File: src/rfgt_pkg.sv
// Shared constants and types for the reservation first-gap tracker.
`timescale 1ns / 1ps
`default_nettype none

package rfgt_pkg;

	// Default table depth and byte offset width
	localparam int unsigned MAX_RANGES_DEF  = 64;
	localparam int unsigned OFFSET_BITS_DEF = 40;

	// Operation codes of the func field
	localparam logic FUNC_RESERVE = 1'b0;
	localparam logic FUNC_QUERY   = 1'b1;

	// Result status codes
	localparam logic STATUS_OK   = 1'b0;
	localparam logic STATUS_FULL = 1'b1;

	// Per-cell control from the sequencer
	typedef struct packed {
		logic rot;     // rotate the whole row toward cell zero
		logic ins;     // sorted insert of the pending range
		logic occ;     // this cell holds a live entry
		logic at_end;  // this cell is the first free slot
	} cell_ctrl_t;

endpackage

`default_nettype wire

File: src/rfgt_cell.sv
// One table cell: holds a (start, length) entry and shifts with its neighbors.
`timescale 1ns / 1ps
`default_nettype none

module rfgt_cell
	import rfgt_pkg::*;
#(
	parameter int unsigned OFFSET_BITS = OFFSET_BITS_DEF
) (
	input  wire logic                   clk,
	input  wire cell_ctrl_t             ctrl,
	input  wire logic [OFFSET_BITS-1:0] new_start,
	input  wire logic [OFFSET_BITS-1:0] new_length,
	input  wire logic [OFFSET_BITS-1:0] left_start,
	input  wire logic [OFFSET_BITS-1:0] left_length,
	input  wire logic                   left_after,
	input  wire logic [OFFSET_BITS-1:0] right_start,
	input  wire logic [OFFSET_BITS-1:0] right_length,
	output logic [OFFSET_BITS-1:0]      start_q,
	output logic [OFFSET_BITS-1:0]      length_q,
	output logic                        after
);

	// Flag a live entry that sorts strictly after the pending range
	always_comb begin
		if (start_q != new_start) begin
			after = ctrl.occ && (start_q > new_start);
		end else begin
			after = ctrl.occ && (length_q > new_length);
		end
	end

	// Rotate, shift right to open a slot, or take the pending range
	always_ff @(posedge clk) begin
		if (ctrl.rot) begin
			start_q  <= right_start;
			length_q <= right_length;
		end else if (ctrl.ins) begin
			if (left_after) begin
				start_q  <= left_start;
				length_q <= left_length;
			end else if (after || ctrl.at_end) begin
				start_q  <= new_start;
				length_q <= new_length;
			end
		end
	end

endmodule

`default_nettype wire

File: config.mk
export PLATFORM = sky130hd
export DESIGN_NAME = rfgt_cell
export DESIGN_NICKNAME = d
export VERILOG_FILES = /design/src/rfgt_pkg.sv /design/src/rfgt_cell.sv
export SDC_FILE = /design/constraint.sdc
export NUM_CORES = 1
export LEC_CHECK = 0
export ABC_AREA = 1
export BUFFER_PORTS_ARGS = -buffer_cell sky130_fd_sc_hd__buf_2
export CORE_MARGIN = 2
export CORE_UTILIZATION = 40
export CTS_CLUSTER_DIAMETER = 80
export CTS_CLUSTER_SIZE = 16
export DETAILED_ROUTE_END_ITERATION = 10
export GPL_TIMING_DRIVEN = 0
export PLACE_DENSITY = 0.72
export SLEW_MARGIN = 20
export SYNTH_ARGS = -nofsm -noshare
export SYNTH_HDL_FRONTEND = slang
export SYNTH_SLANG_ARGS = --single-unit
File: constraint.sdc
create_clock -name clk -period 8.6 [get_ports clk]
set_input_delay 1.72 -clock clk [delete_from_list [all_inputs] [get_ports clk]]
set_output_delay 1.72 -clock clk [all_outputs]
set_load 0.05 [all_outputs]
==> results.yml <==
run_status:
  status: "completed"
global_route:
  grt_max_degree: 19
  grt_overflow: 0
  grt_pass1_wl_um: 31040
  first_global_vias: 6341
  antenna_found_initial: 1
  grt.total_usage_pct: 24.24
synthesis:
  synth_cell_type_count: 26
  ys_warn_count: 0
  synth.most_common_cell: "nand2_1"
  synth_common_cells: "nand2_1, a21oi_1, inv_1"
  syn_inst: 789
  synth_edf_count: 80
  yosys-top-cells-area: "edfxtp_1, ha_1, nand2_1"
  synthArstFlopShare_pct: 0
  avgSynthCellArea_um2: 8.011
  synth_top_area_cell: "edfxtp_1"
  synth-main-ff-cell: "edfxtp_1"
  synth_nets: 1115
  syn-cell-area_mm2: 0.006321
  ys_ff_latch: 80
  yosysSeqAreaShare_pct: 38.00
  yosysTopAreaCellShare_pct: 38.00
clock_network:
  cts_setup_buffers: 0
  htreeDepth: 3
  insertion_delay_ns: 0.35
  clk_pin_slew_worst_paths_ns: 0.06
  cts_sinks: 80
  clockBufferDepth: 2
  post_cts_resized: 0
  hold_buffers: 0
  cts_tree: "built"
  cts-root-buf: "clkbuf_16"
  numCtsBuffers: 9
setup_path:
  reg2regPathDepth: 15
  worstSetupEndpointType: "output pin"
  crit_type: "in -> out"
  cp-endpoint: "after"
  crit_start: "new_start[35]"
  rrSetupSlack_ns: 5.56
  start_kind: "primary input"
  arrival_ns: 3.53
  rr_endpoint: "length_q[21]"
  critPathMaxFanout: 3
  critPathRequiredTime_ns: 6.88
  reg2reg_from: "length_q[15]"
place:
  placed_area_mm2: 0.008324
  dp_hpwl_um: 17160
  place_ws_ns: 3.345
  portBuffers: 324
  routabilityCongestion: 0.8670
timing:
  relSlewSlack_pct: 48.87
  fin_tns_setup_ns: 0
  worst_slew_pin_slew_ns: 0.7652
  slew_violations: 0
  fin_ws_ns: 3.354
  finalCriticalPeriod_ns: 5.246
  fmax_ghz: 0.1906
  hold_slack_ns: 1.447
  min_period_over_period_pct: 61.00
  skew_ns: 0.007647
  setup_viol: 0
  rsz0062_at_grt: "no"
  finalHoldViolations: 0
floorplan:
  core_area_mm2: 0.01531
  die_w_um: 129.7
  rows: 45
  design.portCount: 327
  die_y_um: 129.7
  start_util_pct: 41.27
  die_area_mm2: 0.01682
pwr:
  switching_share_pct: 35.92
  ir_worst_vdd_mv: 0.08298
  p_int_uw: 894.8
  p_seq_share_pct: 36.0
  leakagePower_nw: 4.462
  power_switching_uw: 501.6
  combPwrFrac_pct: 34.6
  power.density_mw_per_mm2: 161.8
  p_clk_share_pct: 29.5
flow_run:
  max_cap_violations: 0
route:
  num_vias: 6574
  vias_per_cell: 4.888
  drt_iter0_drc: 227
  wire_per_inst_um: 15.68
  drt_pass1_iterations: 4
  ant_nets: 0
  route.detailed.drc: 0
  wl_um: 21090
finish:
  final_nets: 1454
  final_cell_area_mm2: 0.008632
  area_growth_pct: 36.56
  drive_gt1_share_pct: 32.57
worst_hold_path:
  min_path_type: "reg -> reg"
power by group through the flow:
stage | logic (mW) | registers, mW | clock network [mW]
floorplan | 0.184 | 0.643 | 0
global placement | 0.468 | 0.511 | 0
detailed placement | 0.483 | 0.510 | 0
CTS | 0.487 | 0.502 | 0.414
global route | 0.530 | 0.506 | 0.429
finish | 0.483 | 0.502 | 0.412
per-layer routing:
metal	GRT usage [%]	vias up	share of wire (%)
li1	-	3335	-
met1	26.61	2956	39
met2	45.92	255	52
met3	5.207	28	7.6
met4	8.476	0	1.9
met5	0	-	0
worst min-delay path by stage:
stage / from / to / cells after the start / slack [ns]
2_1_floorplan: right_start[10] / start_q[10] / 1 / 1.91
3_3_place_gp: right_start[1] / start_q[1] / 2 / 1.99
3_5_place_dp: length_q[1] / start_q[37] / 8 / 1.43
4_1_cts: length_q[1] / start_q[35] / 8 / 1.45
5_1_grt: length_q[2] / start_q[32] / 8 / 1.59
6_report: length_q[1] / start_q[24] / 8 / 1.45
layout make-up:
class / count / area, um^2
Antenna cell: 1 / 2.502
Multi-Input combinational cell: 559 / 3349
Buffer: 34 / 141.4
Inverter: 116 / 435.4
Timing Repair Buffer: 328 / 1732
Tap cell: 211 / 264.0
Sequential cell: 80 / 2402
Clock buffer: 12 / 236.5
Fill cell: 1467 / 6683
Clock inverter: 4 / 68.82
logic make-up after synthesis:
group	synth area share, %
and+or+nand+nor	17.97
adders and majority gates	15.84
AOI/OAI and AO/OA	19.06
buffers and inverters	9.125
DFF	38.00
registers in the layout, indices dropped and copies added, names as in the netlist:
signal,cells
length_q,40
start_q,40
critical path, stage by stage:
cell and delay, ns:
buf_2 0.08, inv_1 0.05, ha_1 0.29, nand2_1 0.08
nor2_1 0.13, nand2_2 0.10, nor2_4 0.16, inv_2 0.05
nor4_1 0.36, nand2_1 0.13, nand2_2 0.13, inv_1 0.05
buf_2 0.21
placed cells by master (no fill, tap or decap), drive strengths merged:
cell type	Yosys	final
buf	13	341
nand2	184	184
a21oi	115	115
inv	115	115
ha	80	80
edfxtp	80	80
nor2	78	78
o211ai	37	37
o21a	37	37
clkbuf	21	33
nand4	7	7
nand3	7	7
o21ai	5	5
a21o	4	4
clkinv	1	3
a21boi	2	2
nor3	2	2
bufinv	0	2
diode	0	1
nor4	1	1
metrics by stage:
stage / utilization (%) / cells / power, mW
after floorplan: - / 789 / 0.8269
after global placement: 53.59 / 1324 / 0.9792
after detailed placement: 54.35 / 1328 / 0.9933
after CTS: 56.35 / 1344 / 1.403
after global routing: 56.36 / 1345 / 1.465
final: 56.36 / 1345 / 1.396
Note: power is estimated with default switching activity, not from simulation.
