===== config.mk =====
export PLATFORM = sky130hd
export DESIGN_NAME = rfgt_walk
export DESIGN_NICKNAME = d
export VERILOG_FILES = /design/src/rfgt_pkg.sv /design/src/rfgt_walk.sv
export SDC_FILE = /design/constraint.sdc
export NUM_CORES = 1
export LEC_CHECK = 0
export CAP_MARGIN = 20
export CELL_PAD_IN_SITES_DETAIL_PLACEMENT = 1
export CELL_PAD_IN_SITES_GLOBAL_PLACEMENT = 1
export CORE_MARGIN = 8
export CORE_UTILIZATION = 40
export CTS_BUF_LIST = sky130_fd_sc_hd__clkbuf_4
export DETAILED_ROUTE_END_ITERATION = 8
export DONT_BUFFER_PORTS = 1
export MAX_ROUTING_LAYER = met4
export PLACE_DENSITY_LB_ADDON = 0.1
export RECOVER_POWER = 100
export SYNTH_ARGS = -nofsm -noshare
export SYNTH_HDL_FRONTEND = slang
export SYNTH_SLANG_ARGS = --single-unit

===== constraint.sdc =====
create_clock -name clk -period 3.7 [get_ports clk]
set_clock_uncertainty 0.1 [all_clocks]
set_input_delay 0.185 -clock clk [delete_from_list [all_inputs] [get_ports clk]]
set_output_delay 0.185 -clock clk [all_outputs]
set_load 0.02 [all_outputs]

===== src/rfgt_pkg.sv =====
// Shared constants and types for the reservation first-gap tracker.
`timescale 1ns / 1ps
`default_nettype none

package rfgt_pkg;

	// Default table depth and byte offset width
	localparam int unsigned MAX_RANGES_DEF  = 64;
	localparam int unsigned OFFSET_BITS_DEF = 40;

	// Operation codes of the func field
	localparam logic FUNC_RESERVE = 1'b0;
	localparam logic FUNC_QUERY   = 1'b1;

	// Result status codes
	localparam logic STATUS_OK   = 1'b0;
	localparam logic STATUS_FULL = 1'b1;

	// Per-cell control from the sequencer
	typedef struct packed {
		logic rot;     // rotate the whole row toward cell zero
		logic ins;     // sorted insert of the pending range
		logic occ;     // this cell holds a live entry
		logic at_end;  // this cell is the first free slot
	} cell_ctrl_t;

endpackage

`default_nettype wire


===== src/rfgt_walk.sv =====
// Covered-prefix accumulator fed one entry per cycle from the head cell while step is high.
`timescale 1ns / 1ps
`default_nettype none

module rfgt_walk
	import rfgt_pkg::*;
#(
	parameter int unsigned OFFSET_BITS = OFFSET_BITS_DEF
) (
	input  wire logic                   clk,
	input  wire logic                   arst_n,
	input  wire logic                   clear,
	input  wire logic                   step,
	input  wire logic                   entry_valid,
	input  wire logic [OFFSET_BITS-1:0] entry_start,
	input  wire logic [OFFSET_BITS-1:0] entry_length,
	output logic [OFFSET_BITS:0]        covered_q
);

	logic                stop_q;
	logic [OFFSET_BITS:0] stop_sum;
	logic                gap_hit;

	assign stop_sum = {1'b0, entry_start} + {1'b0, entry_length};
	assign gap_hit  = {1'b0, entry_start} > covered_q;

	// Extend the prefix until the first entry that leaves a gap
	always_ff @(posedge clk or negedge arst_n) begin
		if (!arst_n) begin
			stop_q    <= 1'b0;
			covered_q <= '0;
		end else if (clear) begin
			stop_q    <= 1'b0;
			covered_q <= '0;
		end else if (step && entry_valid && !stop_q) begin
			if (gap_hit) begin
				stop_q <= 1'b1;
			end else if (stop_sum > covered_q) begin
				covered_q <= stop_sum;
			end
		end
	end

endmodule

`default_nettype wire

==> results_dict.tcl <==
set metrics [dict create \
    arrival_ps 4950 \
    rows 44 \
    insertion_delay_ps 380 \
    cp-end-kind "flip-flop" \
    start_util_pct 40.8 \
    fin_ws_ps -1070 \
    crit_slowest_cell "or4_4" \
    yosys_register_bits 42 \
    rsz0062_at_grt "yes" \
    first_iter_violations 311 \
    synth_simple_gate_area_share_pct 16.9 \
    cp_data_required_time_ps 3880 \
    worst_pin_slew_ps 2550 \
    busiest_layer "met2" \
    path_cells "ha_4 > fa_2 > a21o_1 > a31oi_4 > nor3_2 > o311a_4 > o31ai_4 > a31oi_2 > or4_4 > and2_4 > ha_4 > nand4_1 > or4_4 > nor2_4 > and4_4 > a221oi_4 > a211oi_4 > buf_6 > buf_12 > a21oi_1 > a21oi_1 > nor2_1" \
    relSlewSlack_pct -69.8 \
    cts_num_sinks 42 \
    hold_viol_final 38 \
    synth_area_leaders "ha_1, dfrtp_1, a21oi_1" \
    htreeDepth 2 \
    tns_ps -39770 \
    drc_errors 0 \
    nFillCells 1745 \
    grt_pass1_vias 7415 \
    rr_worst_depth 10 \
    muxShareOfSynthArea_pct 0 \
    cp_max_fo 7 \
    synth_common_cells "ha_1, a21oi_1, nand2_1" \
    antenna_left 0 \
    met1_usage_pct 30.1 \
    overflow 0 \
    p_leak_nw 3.96 \
    synth_compound_area_share_pct 28.7 \
    min-delay-start "clear" \
    utilization_pct 58.5 \
    hold_end "covered_q[2]$_DFFE_PN0P_" \
    grt_use_total_pct 26.2 \
    power.density_nw_per_um2 289 \
    core_sq_um 14400 \
    die_area_sq_um 18800 \
    violations "negative hold slack, max-capacitance violations, max-slew violations, negative setup slack" \
    pre_cts_ws_ps -1600 \
    synth-async-reset-ratio_pct 100 \
    layout-drive-gt1-share_pct 32.1 \
    root_buffer "clkbuf_4" \
    yosys_most_used_dff "dfrtp_1" \
    path_class "input pin to flip-flop" \
    fp.dieH_um 137 \
    hold_path.class "input pin to flip-flop" \
    syn_area_sq_um 5880 \
    synth_edf_count 0 \
    dp.cells 1094 \
    synth_fa_ha_area_share_pct 26.1 \
    hpwl_um 19900 \
    numPortBuffers 0 \
    avgSynthCellArea_sq_um 7.91 \
    synth_warnings 0 \
    gp_congestion 0.909 \
    hold_depth 1 \
    clock_path_buffers 2 \
    slowest_delay_ps 500 \
    timing.rr.start "covered_q[38]$_DFFE_PN0P_" \
    r2r-end "stop_q$_DFFE_PN0P_" \
    syn_to_final_growth_pct 43.5 \
    synth_top_area_cell "ha_1" \
    cts_made_buffers 5 \
    period_share_pct 129 \
    cts_hold_buf 7 \
    num_vias 6778 \
    clock.fmax_mhz 210 \
    drtPass1Iterations 4 \
    ys_seq_area_share_pct 17.9 \
    fp.dieW_um 137 \
    drv_cap 1 \
    synthXorXnorAreaFrac_pct 5.21 \
    cp-start-kind "input pin" \
    clk_pin_slew_worst_paths_ps 160 \
    layout.nets 1152 \
    io_pins 126 \
    ys_types 56 \
    viasPerCell 5.99 \
    synth_top_area_share_pct 25.8 \
    setup_viol 41 \
    drv_slew 43 \
    synth_top_family_by_area "compound AO/OA/AOI/OAI gates" \
    cts_tree "yes" \
    status "finished with violations" \
    grt_pass1_wl_um 38000 \
    grt_max_degree 50 \
    antenna_found_initial 1 \
    syn_inst 743 \
    ir_drop_v 0.000145 \
    wl_per_cell_um 23.6 \
    yosysMostFrequentCell "ha_1" \
    synthesis.nets 950 \
    totalWireLength_um 26600 \
    layout.cells.non_filler 1131 \
    reg2reg_slack_ps 10 \
    finalCriticalPeriod_ps 4770 \
    use_met2_pct 45.5 \
    hold-worst-slack_ps -262 \
    globalRouteMet3Util_pct 4.08 \
]
metrics by stage:
step / hold slack, ps / total power [mW] / instance area [sq um]
6_report: -262 / 2.44 / 8440
5_1_grt: -294 / 2.57 / 8440
4_1_cts: -272 / 2.25 / 7920
3_5_place_dp: -210 / 1.86 / 7530
3_3_place_gp: -209 / 1.79 / 7530
2_1_floorplan: -211 / 1.27 / 5960
state kept, by name, summed over array words and instances, names as in the netlist:
register	flops
covered_q	41
stop_q	1
how the worst max path moves through the flow:
stage | end | depth (start not counted) | slack (ps) | startpoint
6_report | covered_q[10]$_DFFE_PN0P_ | 22 | -1070 | entry_start[0]
4_1_cts | covered_q[37]$_DFFE_PN0P_ | 20 | -840 | entry_start[0]
2_1_floorplan | covered_q[37]$_DFFE_PN0P_ | 20 | -1220 | entry_start[0]
3_3_place_gp | covered_q[37]$_DFFE_PN0P_ | 21 | -1420 | entry_length[4]
5_1_grt | covered_q[32]$_DFFE_PN0P_ | 26 | -1140 | entry_start[0]
3_5_place_dp | covered_q[37]$_DFFE_PN0P_ | 21 | -1600 | entry_length[4]
report_power, final:
part           internal, mW  switching [mW]  total [mW]
Clock                 0.150           0.191       0.341
Combinational         0.747           0.828        1.57
Sequential            0.481          0.0387       0.519
cell families after synthesis:
group | Yosys count
XOR/XNOR | 35
buffers and inverters | 79
adder cells (fa/ha/maj) | 122
AND/OR/NAND/NOR | 203
flip-flops | 42
AO/OA/AOI/OAI | 262
placed cells by master (no fill, tap or decap), types with 6 or more instances in the layout:
cell type / netlist / routed
buf_4: 0 / 179
ha_1: 121 / 113
a21oi_1: 108 / 71
nand2_1: 66 / 56
inv_1: 55 / 55
a21o_1: 51 / 51
nor2_1: 49 / 48
dfrtp_1: 42 / 42
a21oi_2: 0 / 32
nand4_1: 25 / 25
o21ai_0: 26 / 22
xnor2_1: 21 / 20
clkbuf_1: 18 / 16
xor2_1: 14 / 14
nand3_1: 12 / 11
o21a_1: 11 / 11
o211ai_1: 9 / 9
ha_4: 0 / 8
buf_6: 0 / 8
nor3_1: 8 / 6
nand2_4: 1 / 6
clkbuf_4: 0 / 6
dlygate4sd3_1: 0 / 6
metal layers:
layer  routed length, um  vias up
li1                    -     3140
met5                   0        -
met4                 843        0
met1               11200     3368
met3                1370       65
met2               13200      205
what timing repair did:
item	in CTS	in global routing
pin swaps	9	52
setup buffers	8	10
setup endpoints to repair	41	41
endpoints found under the hold margin	84	38
resized for setup	31	95
gates cloned	1	5
critical path, delay by kind of cell:
family | cells | cell delay [ps]
AOI/OAI and AO/OA | 9 | 1880
adders and majority gates | 3 | 750
and+or+nand+nor | 8 | 1780
buffers and inverters | 2 | 320
layout make-up:
type                    instances  area [sq um]  share of cell area (%)
diodes                          1          2.50                  0.0297
clock buffers                   6          45.0                   0.534
clock inverters                 2          37.5                   0.445
inverters                      55           206                    2.45
multi-input cells             622          5100                    60.4
flip-flops and latches         42          1050                    12.5
well taps                     184           230                    2.73
repair buffers                219          1770                    21.0
No activity file was read; power rests on OpenSTA's default activity.
